==> config.mk <==
export PLATFORM = sky130hd
export DESIGN_NAME = servo_move_command_encoder_flat
export DESIGN_NICKNAME = d
export VERILOG_FILES = /design/src/rtl/core/smce_pkg.sv /design/src/rtl/core/smce_if.sv /design/src/rtl/core/smce_frame_ctl.sv /design/src/rtl/core/smce_byte_seq.sv /design/src/rtl/core/servo_move_command_encoder.sv /design/src/flat_wrapper.sv
export SDC_FILE = /design/constraint.sdc
export NUM_CORES = 1
export LEC_CHECK = 0
export BUFFER_PORTS_ARGS = -buffer_cell sky130_fd_sc_hd__buf_2
export CORE_MARGIN = 4
export CORE_UTILIZATION = 57
export CTS_CLUSTER_DIAMETER = 150
export DETAILED_ROUTE_END_ITERATION = 12
export GPL_ROUTABILITY_DRIVEN = 0
export GPL_TIMING_DRIVEN = 0
export PLACE_DENSITY = 0.78
export REMOVE_ABC_BUFFERS = 1
export SKIP_LAST_GASP = 1
export SLEW_MARGIN = 20
export SYNTH_ARGS = -nofsm -noshare
export SYNTH_HDL_FRONTEND = slang
export SYNTH_SLANG_ARGS = --single-unit
==> constraint.sdc <==
create_clock -name clk -period 7.3 [get_ports clk]
set_input_delay 1.46 -clock clk [delete_from_list [all_inputs] [get_ports clk]]
set_output_delay 1.46 -clock clk [all_outputs]
set_load 0.05 [all_outputs]
==> src/rtl/core/smce_pkg.sv <==
`timescale 1ns / 1ps
// ----------------------------------------------------------------------------
// smce_pkg
// Shared types, constants and digit helpers for the servo move encoder.
// ----------------------------------------------------------------------------
package smce_pkg;

  localparam int MAX_MOVES_DEF = 8;

  localparam int CFG_W     = 14;
  localparam int CFG_IDX_W = 2;

  typedef enum logic [CFG_IDX_W-1:0] {
    REG_MIN_PULSE = 2'd0,
    REG_MAX_PULSE = 2'd1,
    REG_MAX_TIME  = 2'd2,
    REG_GROUP     = 2'd3
  } cfg_reg_t;

  localparam logic [CFG_W-1:0] MIN_PULSE_RST = 14'd500;
  localparam logic [CFG_W-1:0] MAX_PULSE_RST = 14'd2500;
  localparam logic [CFG_W-1:0] MAX_TIME_RST  = 14'd9999;
  localparam logic             GROUP_RST     = 1'b1;

  localparam logic [15:0] DIGIT_LIMIT = 16'd9999;

  localparam logic [7:0] CH_HASH   = 8'h23;
  localparam logic [7:0] CH_BANG   = 8'h21;
  localparam logic [7:0] CH_P      = 8'h50;
  localparam logic [7:0] CH_T      = 8'h54;
  localparam logic [7:0] CH_G      = 8'h47;
  localparam logic [7:0] CH_ZERO   = 8'h30;
  localparam logic [7:0] CH_LBRACE = 8'h7B;
  localparam logic [7:0] CH_RBRACE = 8'h7D;
  localparam logic [7:0] CH_NUL    = 8'h00;

  typedef logic [7:0]  id_t;
  typedef logic [15:0] field16_t;
  typedef logic [13:0] value_t;
  typedef logic [7:0]  byte_t;

  // byte slots of the longest word sequence
  typedef enum logic [4:0] {
    SL_ABORT, SL_LBRACE, SL_G, SL_Z0, SL_Z1, SL_Z2, SL_Z3,
    SL_HASH, SL_ID2, SL_ID1, SL_ID0,
    SL_P, SL_P3, SL_P2, SL_P1, SL_P0,
    SL_T, SL_T3, SL_T2, SL_T1, SL_T0,
    SL_BANG, SL_RBRACE
  } slot_t;

  typedef enum logic [1:0] {
    PL_1000, PL_100, PL_10, PL_1
  } place_t;

  // one decoded move, handed from the frame control to the byte sequencer
  typedef struct packed {
    logic   bad;
    logic   pre;
    logic   hdr;
    logic   trl;
    logic   grp;
    id_t    id;
    value_t pulse;
    value_t tms;
  } plan_t;

  // leading decimal digit of w at the given place (w below ten times place)
  function automatic logic [3:0] digit_q(input value_t w, input place_t pl);
    logic [27:0] p;
    logic [3:0]  q;
    p = '0;
    q = '0;
    case (pl)
      PL_1000: begin
        p = 28'(w) * 28'd8389;
        q = p[26:23];
      end
      PL_100: begin
        p = 28'(w) * 28'd41;
        q = p[15:12];
      end
      PL_10: begin
        p = 28'(w) * 28'd103;
        q = p[13:10];
      end
      default: begin
        q = w[3:0];
      end
    endcase
    return q;
  endfunction

  function automatic value_t place_val(input place_t pl);
    value_t v;
    case (pl)
      PL_1000: v = 14'd1000;
      PL_100:  v = 14'd100;
      PL_10:   v = 14'd10;
      default: v = 14'd1;
    endcase
    return v;
  endfunction

endpackage

==> src/rtl/core/smce_if.sv <==
`timescale 1ns / 1ps
// ----------------------------------------------------------------------------
// smce_in_if / smce_out_if
// Valid/ready channels for moves in and frame bytes out.
// ----------------------------------------------------------------------------
interface smce_in_if;
  logic               valid;
  logic               ready;
  smce_pkg::id_t      servo_id;
  smce_pkg::field16_t pulse_width;
  smce_pkg::field16_t time_ms;
  logic               last_move;

  modport source (output valid, servo_id, pulse_width, time_ms, last_move, input ready);
  modport sink   (input valid, servo_id, pulse_width, time_ms, last_move, output ready);
endinterface

interface smce_out_if;
  logic            valid;
  logic            ready;
  smce_pkg::byte_t out_byte;
  logic            run_last;
  logic            frame_end;
  logic            abort;

  modport source (output valid, out_byte, run_last, frame_end, abort, input ready);
  modport sink   (input valid, out_byte, run_last, frame_end, abort, output ready);
endinterface

==> src/rtl/core/smce_frame_ctl.sv <==
`timescale 1ns / 1ps
// ----------------------------------------------------------------------------
// smce_frame_ctl
// Config registers, move checks and group frame state; decodes each move.
// ----------------------------------------------------------------------------
module smce_frame_ctl #(
  parameter int MAX_MOVES = smce_pkg::MAX_MOVES_DEF
) (
  input  logic                               clk,
  input  logic                               rst_n,
  input  logic                               cfg_we,
  input  logic [smce_pkg::CFG_IDX_W-1:0]     cfg_idx,
  input  logic [smce_pkg::CFG_W-1:0]         cfg_wdata,
  input  smce_pkg::id_t                      servo_id,
  input  smce_pkg::field16_t                 pulse_width,
  input  smce_pkg::field16_t                 time_ms,
  input  logic                               last_move,
  input  logic                               in_fire,
  output smce_pkg::plan_t                    plan
);
  import smce_pkg::*;

  localparam int CNT_W = $clog2(MAX_MOVES + 1);
  localparam logic [CNT_W-1:0] CNT_MAX = CNT_W'(MAX_MOVES);

  value_t           min_pulse_r, max_pulse_r, max_time_r;
  logic             group_r;
  logic             in_frame_r, in_frame_nxt;
  logic [CNT_W-1:0] moves_r, moves_nxt;
  logic             bad;

  always_ff @(posedge clk) begin
    if (!rst_n) begin
      min_pulse_r <= MIN_PULSE_RST;
      max_pulse_r <= MAX_PULSE_RST;
      max_time_r  <= MAX_TIME_RST;
      group_r     <= GROUP_RST;
    end else if (cfg_we) begin
      case (cfg_reg_t'(cfg_idx))
        REG_MIN_PULSE: min_pulse_r <= cfg_wdata;
        REG_MAX_PULSE: max_pulse_r <= cfg_wdata;
        REG_MAX_TIME:  max_time_r  <= cfg_wdata;
        REG_GROUP:     group_r     <= cfg_wdata[0];
        default: ;
      endcase
    end
  end

  always_comb begin
    bad = (pulse_width < 16'(min_pulse_r)) || (pulse_width > 16'(max_pulse_r)) ||
          (pulse_width > DIGIT_LIMIT) || (time_ms > 16'(max_time_r)) ||
          (time_ms > DIGIT_LIMIT) || (group_r && in_frame_r && (moves_r >= CNT_MAX));

    plan.bad   = bad;
    plan.pre   = !bad && !group_r && in_frame_r;
    plan.hdr   = !bad && group_r && !in_frame_r;
    plan.trl   = !bad && group_r && last_move;
    plan.grp   = group_r;
    plan.id    = servo_id;
    plan.pulse = pulse_width[13:0];
    plan.tms   = time_ms[13:0];

    in_frame_nxt = 1'b0;
    moves_nxt    = '0;
    if (!bad && group_r && !last_move) begin
      in_frame_nxt = 1'b1;
      moves_nxt    = in_frame_r ? moves_r + CNT_W'(1) : CNT_W'(1);
    end
  end

  always_ff @(posedge clk) begin
    if (!rst_n) begin
      in_frame_r <= 1'b0;
      moves_r    <= '0;
    end else if (in_fire) begin
      in_frame_r <= in_frame_nxt;
      moves_r    <= moves_nxt;
    end
  end

endmodule

==> src/rtl/core/smce_byte_seq.sv <==
`timescale 1ns / 1ps
// ----------------------------------------------------------------------------
// smce_byte_seq
// Holds one decoded move and walks its byte slots into the output register.
// ----------------------------------------------------------------------------
module smce_byte_seq (
  input  logic             clk,
  input  logic             rst_n,
  input  smce_pkg::plan_t  plan_in,
  input  logic             in_valid,
  output logic             in_ready,
  output logic             out_valid,
  input  logic             out_ready,
  output smce_pkg::byte_t  out_byte,
  output logic             out_run_last,
  output logic             out_frame_end,
  output logic             out_abort
);
  import smce_pkg::*;

  plan_t  plan_r;
  logic   plan_valid_r;
  slot_t  pos_r, pos_nxt, start_pos;
  value_t w_r, w_nxt;

  logic   out_valid_r;
  byte_t  byte_r;
  logic   run_last_r, frame_end_r, abort_r;

  byte_t  cur_byte;
  logic   cur_fend, cur_abort, dig_en, last_slot, adv, fire;
  place_t place;
  logic [3:0] q;

  assign adv      = plan_valid_r && (!out_valid_r || out_ready);
  assign in_ready = !plan_valid_r || (adv && last_slot);
  assign fire     = in_valid && in_ready;

  always_comb begin
    cur_byte  = CH_NUL;
    cur_fend  = 1'b0;
    cur_abort = 1'b0;
    dig_en    = 1'b0;
    place     = PL_1;
    case (pos_r)
      SL_ABORT:  cur_abort = 1'b1;
      SL_LBRACE: cur_byte = CH_LBRACE;
      SL_G:      cur_byte = CH_G;
      SL_Z0, SL_Z1, SL_Z2, SL_Z3: cur_byte = CH_ZERO;
      SL_HASH:   cur_byte = CH_HASH;
      SL_P:      cur_byte = CH_P;
      SL_T:      cur_byte = CH_T;
      SL_P3, SL_T3: begin
        dig_en = 1'b1;
        place  = PL_1000;
      end
      SL_ID2, SL_P2, SL_T2: begin
        dig_en = 1'b1;
        place  = PL_100;
      end
      SL_ID1, SL_P1, SL_T1: begin
        dig_en = 1'b1;
        place  = PL_10;
      end
      SL_ID0, SL_P0, SL_T0: begin
        dig_en = 1'b1;
        place  = PL_1;
      end
      SL_BANG: begin
        cur_byte = CH_BANG;
        cur_fend = !plan_r.grp;
      end
      SL_RBRACE: begin
        cur_byte = CH_RBRACE;
        cur_fend = 1'b1;
      end
      default: ;
    endcase
    q = digit_q(w_r, place);
    if (dig_en) begin
      cur_byte = CH_ZERO + {4'b0000, q};
    end
  end

  always_comb begin
    last_slot = plan_r.bad ? (pos_r == SL_ABORT)
                           : ((pos_r == SL_BANG && !plan_r.trl) || pos_r == SL_RBRACE);
    case (pos_r)
      SL_ABORT: pos_nxt = plan_r.hdr ? SL_LBRACE : SL_HASH;
      default:  pos_nxt = slot_t'(pos_r + 5'd1);
    endcase
    case (pos_r)
      SL_HASH: w_nxt = {6'b000000, plan_r.id};
      SL_P:    w_nxt = plan_r.pulse;
      SL_T:    w_nxt = plan_r.tms;
      default: w_nxt = dig_en ? w_r - 14'(14'(q) * place_val(place)) : w_r;
    endcase
    if (plan_in.bad || plan_in.pre) begin
      start_pos = SL_ABORT;
    end else if (plan_in.hdr) begin
      start_pos = SL_LBRACE;
    end else begin
      start_pos = SL_HASH;
    end
  end

  always_ff @(posedge clk) begin
    if (!rst_n) begin
      plan_valid_r <= 1'b0;
      out_valid_r  <= 1'b0;
    end else begin
      if (fire) begin
        plan_valid_r <= 1'b1;
      end else if (adv && last_slot) begin
        plan_valid_r <= 1'b0;
      end
      if (adv) begin
        out_valid_r <= 1'b1;
      end else if (out_ready) begin
        out_valid_r <= 1'b0;
      end
    end
  end

  always_ff @(posedge clk) begin
    if (fire) begin
      plan_r <= plan_in;
      pos_r  <= start_pos;
    end else if (adv) begin
      pos_r  <= pos_nxt;
    end
    if (adv) begin
      w_r         <= w_nxt;
      byte_r      <= cur_byte;
      run_last_r  <= last_slot;
      frame_end_r <= cur_fend;
      abort_r     <= cur_abort;
    end
  end

  assign out_valid     = out_valid_r;
  assign out_byte      = byte_r;
  assign out_run_last  = run_last_r;
  assign out_frame_end = frame_end_r;
  assign out_abort     = abort_r;

endmodule

==> src/rtl/core/servo_move_command_encoder.sv <==
`timescale 1ns / 1ps
// ----------------------------------------------------------------------------
// servo_move_command_encoder
// Encodes servo moves as ASCII command words, grouped or single frames.
// ----------------------------------------------------------------------------
// A move is registered on acceptance, and its first word then goes through the
//   output register to out_word. Throughput: one word per cycle while out_word is
//   ready; a move's words are set by the byte sequencer that emits one word per slot.
// The next move is taken in the cycle its predecessor's last word is issued.
// Reset (rst_n low, synchronous): no frame open, registers at defaults.
// ----------------------------------------------------------------------------
module servo_move_command_encoder #(
  parameter int MAX_MOVES = smce_pkg::MAX_MOVES_DEF
) (
  input  logic                           clk,
  input  logic                           rst_n,
  input  logic                           cfg_we,
  input  logic [smce_pkg::CFG_IDX_W-1:0] cfg_idx,
  input  logic [smce_pkg::CFG_W-1:0]     cfg_wdata,
  smce_in_if.sink                        in_word,
  smce_out_if.source                     out_word
);
  import smce_pkg::*;

  plan_t plan;
  logic  in_fire;

  assign in_fire = in_word.valid && in_word.ready;

  smce_frame_ctl #(
    .MAX_MOVES (MAX_MOVES)
  ) u_frame_ctl (
    .clk         (clk),
    .rst_n       (rst_n),
    .cfg_we      (cfg_we),
    .cfg_idx     (cfg_idx),
    .cfg_wdata   (cfg_wdata),
    .servo_id    (in_word.servo_id),
    .pulse_width (in_word.pulse_width),
    .time_ms     (in_word.time_ms),
    .last_move   (in_word.last_move),
    .in_fire     (in_fire),
    .plan        (plan)
  );

  smce_byte_seq u_byte_seq (
    .clk           (clk),
    .rst_n         (rst_n),
    .plan_in       (plan),
    .in_valid      (in_word.valid),
    .in_ready      (in_word.ready),
    .out_valid     (out_word.valid),
    .out_ready     (out_word.ready),
    .out_byte      (out_word.out_byte),
    .out_run_last  (out_word.run_last),
    .out_frame_end (out_word.frame_end),
    .out_abort     (out_word.abort)
  );

endmodule

==> src/flat_wrapper.sv <==
// flat-port wrapper written by rule: the top's interface ports become plain ports
module servo_move_command_encoder_flat import smce_pkg::*;
#(
  parameter int MAX_MOVES = smce_pkg::MAX_MOVES_DEF
)
  (clk, rst_n, cfg_we, cfg_idx, cfg_wdata, in_word_valid, in_word_servo_id, in_word_pulse_width, in_word_time_ms, in_word_last_move, in_word_ready, out_word_valid, out_word_out_byte, out_word_run_last, out_word_frame_end, out_word_abort, out_word_ready);
  smce_in_if in_word_i ();
  smce_out_if out_word_i ();
  input  logic clk;
  input  logic rst_n;
  input  logic cfg_we;
  input  logic [smce_pkg::CFG_IDX_W-1:0] cfg_idx;
  input  logic [smce_pkg::CFG_W-1:0] cfg_wdata;
  input wire logic [$bits(in_word_i.valid)-1:0] in_word_valid;
  input wire logic [$bits(in_word_i.servo_id)-1:0] in_word_servo_id;
  input wire logic [$bits(in_word_i.pulse_width)-1:0] in_word_pulse_width;
  input wire logic [$bits(in_word_i.time_ms)-1:0] in_word_time_ms;
  input wire logic [$bits(in_word_i.last_move)-1:0] in_word_last_move;
  output wire logic [$bits(in_word_i.ready)-1:0] in_word_ready;
  output wire logic [$bits(out_word_i.valid)-1:0] out_word_valid;
  output wire logic [$bits(out_word_i.out_byte)-1:0] out_word_out_byte;
  output wire logic [$bits(out_word_i.run_last)-1:0] out_word_run_last;
  output wire logic [$bits(out_word_i.frame_end)-1:0] out_word_frame_end;
  output wire logic [$bits(out_word_i.abort)-1:0] out_word_abort;
  input wire logic [$bits(out_word_i.ready)-1:0] out_word_ready;
  assign in_word_i.valid = in_word_valid;
  assign in_word_i.servo_id = in_word_servo_id;
  assign in_word_i.pulse_width = in_word_pulse_width;
  assign in_word_i.time_ms = in_word_time_ms;
  assign in_word_i.last_move = in_word_last_move;
  assign in_word_ready = in_word_i.ready;
  assign out_word_valid = out_word_i.valid;
  assign out_word_out_byte = out_word_i.out_byte;
  assign out_word_run_last = out_word_i.run_last;
  assign out_word_frame_end = out_word_i.frame_end;
  assign out_word_abort = out_word_i.abort;
  assign out_word_i.ready = out_word_ready;
  servo_move_command_encoder #(.MAX_MOVES(MAX_MOVES)) u_core (.clk(clk), .rst_n(rst_n), .cfg_we(cfg_we), .cfg_idx(cfg_idx), .cfg_wdata(cfg_wdata), .in_word(in_word_i), .out_word(out_word_i));
endmodule
==> results.cfg <==
[floorplan]
design.core.area_um2 = 19700
row_count = 51
ioPinCount = 75
die_area_um2 = 22500
dieHeight_um = 150
start_util = 0.585
die_x_um = 150

[global_route]
grt_pass1_wl_um = 49200
grt_pass1_vias = 9776
grt_overflow_total = 0
grt_max_degree = 54
grt_util_all_layers = 0.279
antenna_found_initial = 0

[synthesis]
yosysMostFrequentCell = inv_1
synth_top_family_by_area = adder cells
synth_fa_ha_area_frac = 0.358
synth_area_um2 = 11500
yosysTopAreaCell = ha_1
synth_flop_cell = edfxtp_1
ys_seq_area_frac = 0.267
synth.area.top_cells = ha_1 24%, edfxtp_1 18%, fa_1 12%, dfxtp_1 8.7%, inv_1 8.4%
synthArstFlopShare = 0
synth_top_area_frac = 0.238
synth-simple-area-share = 0.110
ys_seq_elements = 119
synthTopCellsByCount = 257 x inv_1, 219 x ha_1, 111 x nand2_1
synthXorXnorAreaFrac = 0.0327
yosysWarnings = 0
synth_compound_area_frac = 0.135
ys_types = 70
synth_edf_count = 69
synthCells = 1227
synth_mux_area_frac = 0.00348
avgSynthCellArea_um2 = 9.38

[timing]
slew_headroom = 0.412
rsz0062_at_grt = yes
drv_slew = 0
setup_ws_ns = -0.322
tightest_slew_ns = 0.882
post-route-period-util = 1.04
fmax_mhz = 131
skew_ns = 0.0117
finalHoldViolCount = 0
setup_viol = 5
period_needed_ns = 7.62

[setup_path]
arrival_ns = 7.78
end_kind = flop
ff2ff_setup_slack_ns = -0.32
slowest_stage = fa_2
path_class = flop to flop
cp-start-kind = flop
r2r_start = u_core.u_byte_seq.w_r[8]$_DFFE_PP_
worst_r2r_endpoint = u_core.u_byte_seq.w_r[13]$_DFFE_PP_
crit_buf_inv = 4
cp_max_fo = 6
crit_top_cell = ha_4
required_ns = 7.46
r2r_cells = 27
critPathLaunch = u_core.u_byte_seq.w_r[8]$_DFFE_PP_
crit_family = adder cells
max_stage_delay_ns = 0.59

[cells_and_area]
syn_to_final_growth_pct = 23.8
fin_nets = 1713
drive_gt1_frac = 0.217
final_area_um2 = 14200
diodes = 0

[min_path]
min_path_cells = 2
hold_path.class = flop to flop
worstHoldStart = u_core.u_frame_ctl.min_pulse_r[10]$_SDFFE_PN0P_
hold_end = u_core.u_frame_ctl.min_pulse_r[10]$_SDFFE_PN0P_

[route]
routed-wl-met3_um = 2350
post_drt_via_cell_ratio = 5.77
num_vias = 9466
drtAntennaViolNets = 0
drt_pre_antenna_iters = 7
highest_layer = met4
drc_errors = 0
drt_iter0_drc = 817
wl_met1_um = 11800
wl_met2_um = 15100
wire_per_inst_um = 18.8
wl_um = 30900

[job]
maxCapViolCount = 0

[clocking]
htree_levels = 4
clock_sinks = 119
cts-buffers-inserted = 17
cts.reportedPaths.clkPinSlew_ns = 0.06
cts_tree = done
clock_latency_ns = 0.41
cts.path.max_buffers = 2
root_buffer = clkbuf_16
cts_hold_buffers = 0

[place]
portBuffers = 73
hpwl_um = 20000
pre_cts_slack_ns = -1.54
dpl_cell_area_um2 = 12200

[status]
outcome = finished with violations
violations = negative setup slack
stage by stage:
stage           util  TNS (ns)  hold slack, ns  cells
2_1_floorplan      -     -1.36           0.443   1200
3_3_place_gp   0.615     -8.88           0.454   1538
3_5_place_dp   0.618    -10.22           0.461   1541
4_1_cts        0.707    -0.219           0.469   1629
5_1_grt        0.725     -2.73           0.490   1641
6_report       0.725     -1.18           0.465   1641
registers in the layout, indices dropped and copies added, names as in the netlist:
register	flops
u_core.u_byte_seq.plan_r	40
u_core.u_byte_seq.w_r	14
u_core.u_frame_ctl.max_pulse_r	14
u_core.u_frame_ctl.max_time_r	14
u_core.u_frame_ctl.min_pulse_r	14
u_core.u_byte_seq.out_byte	7
u_core.u_byte_seq.pos_r	5
u_core.u_frame_ctl.moves_r	4
u_core.u_byte_seq.out_abort	1
u_core.u_byte_seq.out_frame_end	1
u_core.u_byte_seq.out_run_last	1
u_core.u_byte_seq.out_valid	1
u_core.u_byte_seq.plan_valid_r	1
u_core.u_frame_ctl.group_r	1
u_core.u_frame_ctl.in_frame_r	1
how the worst max path moves through the flow:
stage | endpoint | slack (ns) | cells after the start
floorplan | u_core.u_byte_seq.w_r[13]$_DFFE_PP_ | -0.41 | 29
global placement | u_core.u_byte_seq.w_r[13]$_DFFE_PP_ | -1.35 | 27
detailed placement | u_core.u_byte_seq.w_r[13]$_DFFE_PP_ | -1.54 | 27
CTS | u_core.u_byte_seq.w_r[12]$_DFFE_PP_ | -0.12 | 33
global route | u_core.u_byte_seq.w_r[13]$_DFFE_PP_ | -0.60 | 30
finish | u_core.u_byte_seq.w_r[13]$_DFFE_PP_ | -0.32 | 27
layer usage:
metal | GRT usage | vias to the layer above
met5 | 0 | -
met4 | 0.136 | 0
met3 | 0.0636 | 121
met2 | 0.481 | 436
met1 | 0.327 | 4488
li1 | - | 4421
logic make-up (layout without fill, tap and decap cells):
family / count (synthesis) / after routing
buf+inv: 284 / 433
fa+ha+maj: 288 / 288
other cells: 1 / 1
compound gates: 229 / 229
simple gates: 259 / 259
mux: 4 / 4
flops: 119 / 119
xor+xnor: 43 / 43
cells in the final DEF (no fill, tap or decap), types with 6 or more instances in the layout:
cell type	count
a21boi_0	25
a21oi_2	8
bufinv_16	6
buf_6	10
clkbuf_16	17
nor2b_1	9
o21ai_0	39
nand4_1	16
xor2_1	10
edfxtp_1	69
buf_4	60
nand2_1	108
a21o_1	15
ha_1	177
a21oi_1	39
inv_2	11
nor3_1	13
buf_2	73
nand2b_1	12
nand3_1	23
nor2_1	26
ha_4	38
xnor2_1	28
fa_1	67
o21a_1	8
o211ai_1	25
a222oi_1	8
dfxtp_1	50
inv_1	245
tightest hold or removal path, cell delays in order (launching register included):
cell	delay (ns)
dfxtp_1	0.30
nand2_1	0.05
a21boi_0	0.06
area by class of cell:
class / count / area [um^2]
flip-flops and latches: 119 / 3070
multi-input cells: 824 / 8270
well taps: 265 / 332
clock inverters: 14 / 230
fillers: 1290 / 5410
inverters: 257 / 968
repair buffers: 144 / 948
clock buffers: 18 / 429
repair_timing:
| action | 4_1_cts | 5_1_grt |
|---|---|---|
| gates resized for setup | 93 | 56 |
| setup buffers | 56 | 13 |
| pin swaps | 59 | 32 |
| setup endpoints to repair | 10 | 9 |
Power is left out: the tool's default activity adds up to more than one toggle a clock period on the data nets, which glitch-free logic cannot reach.
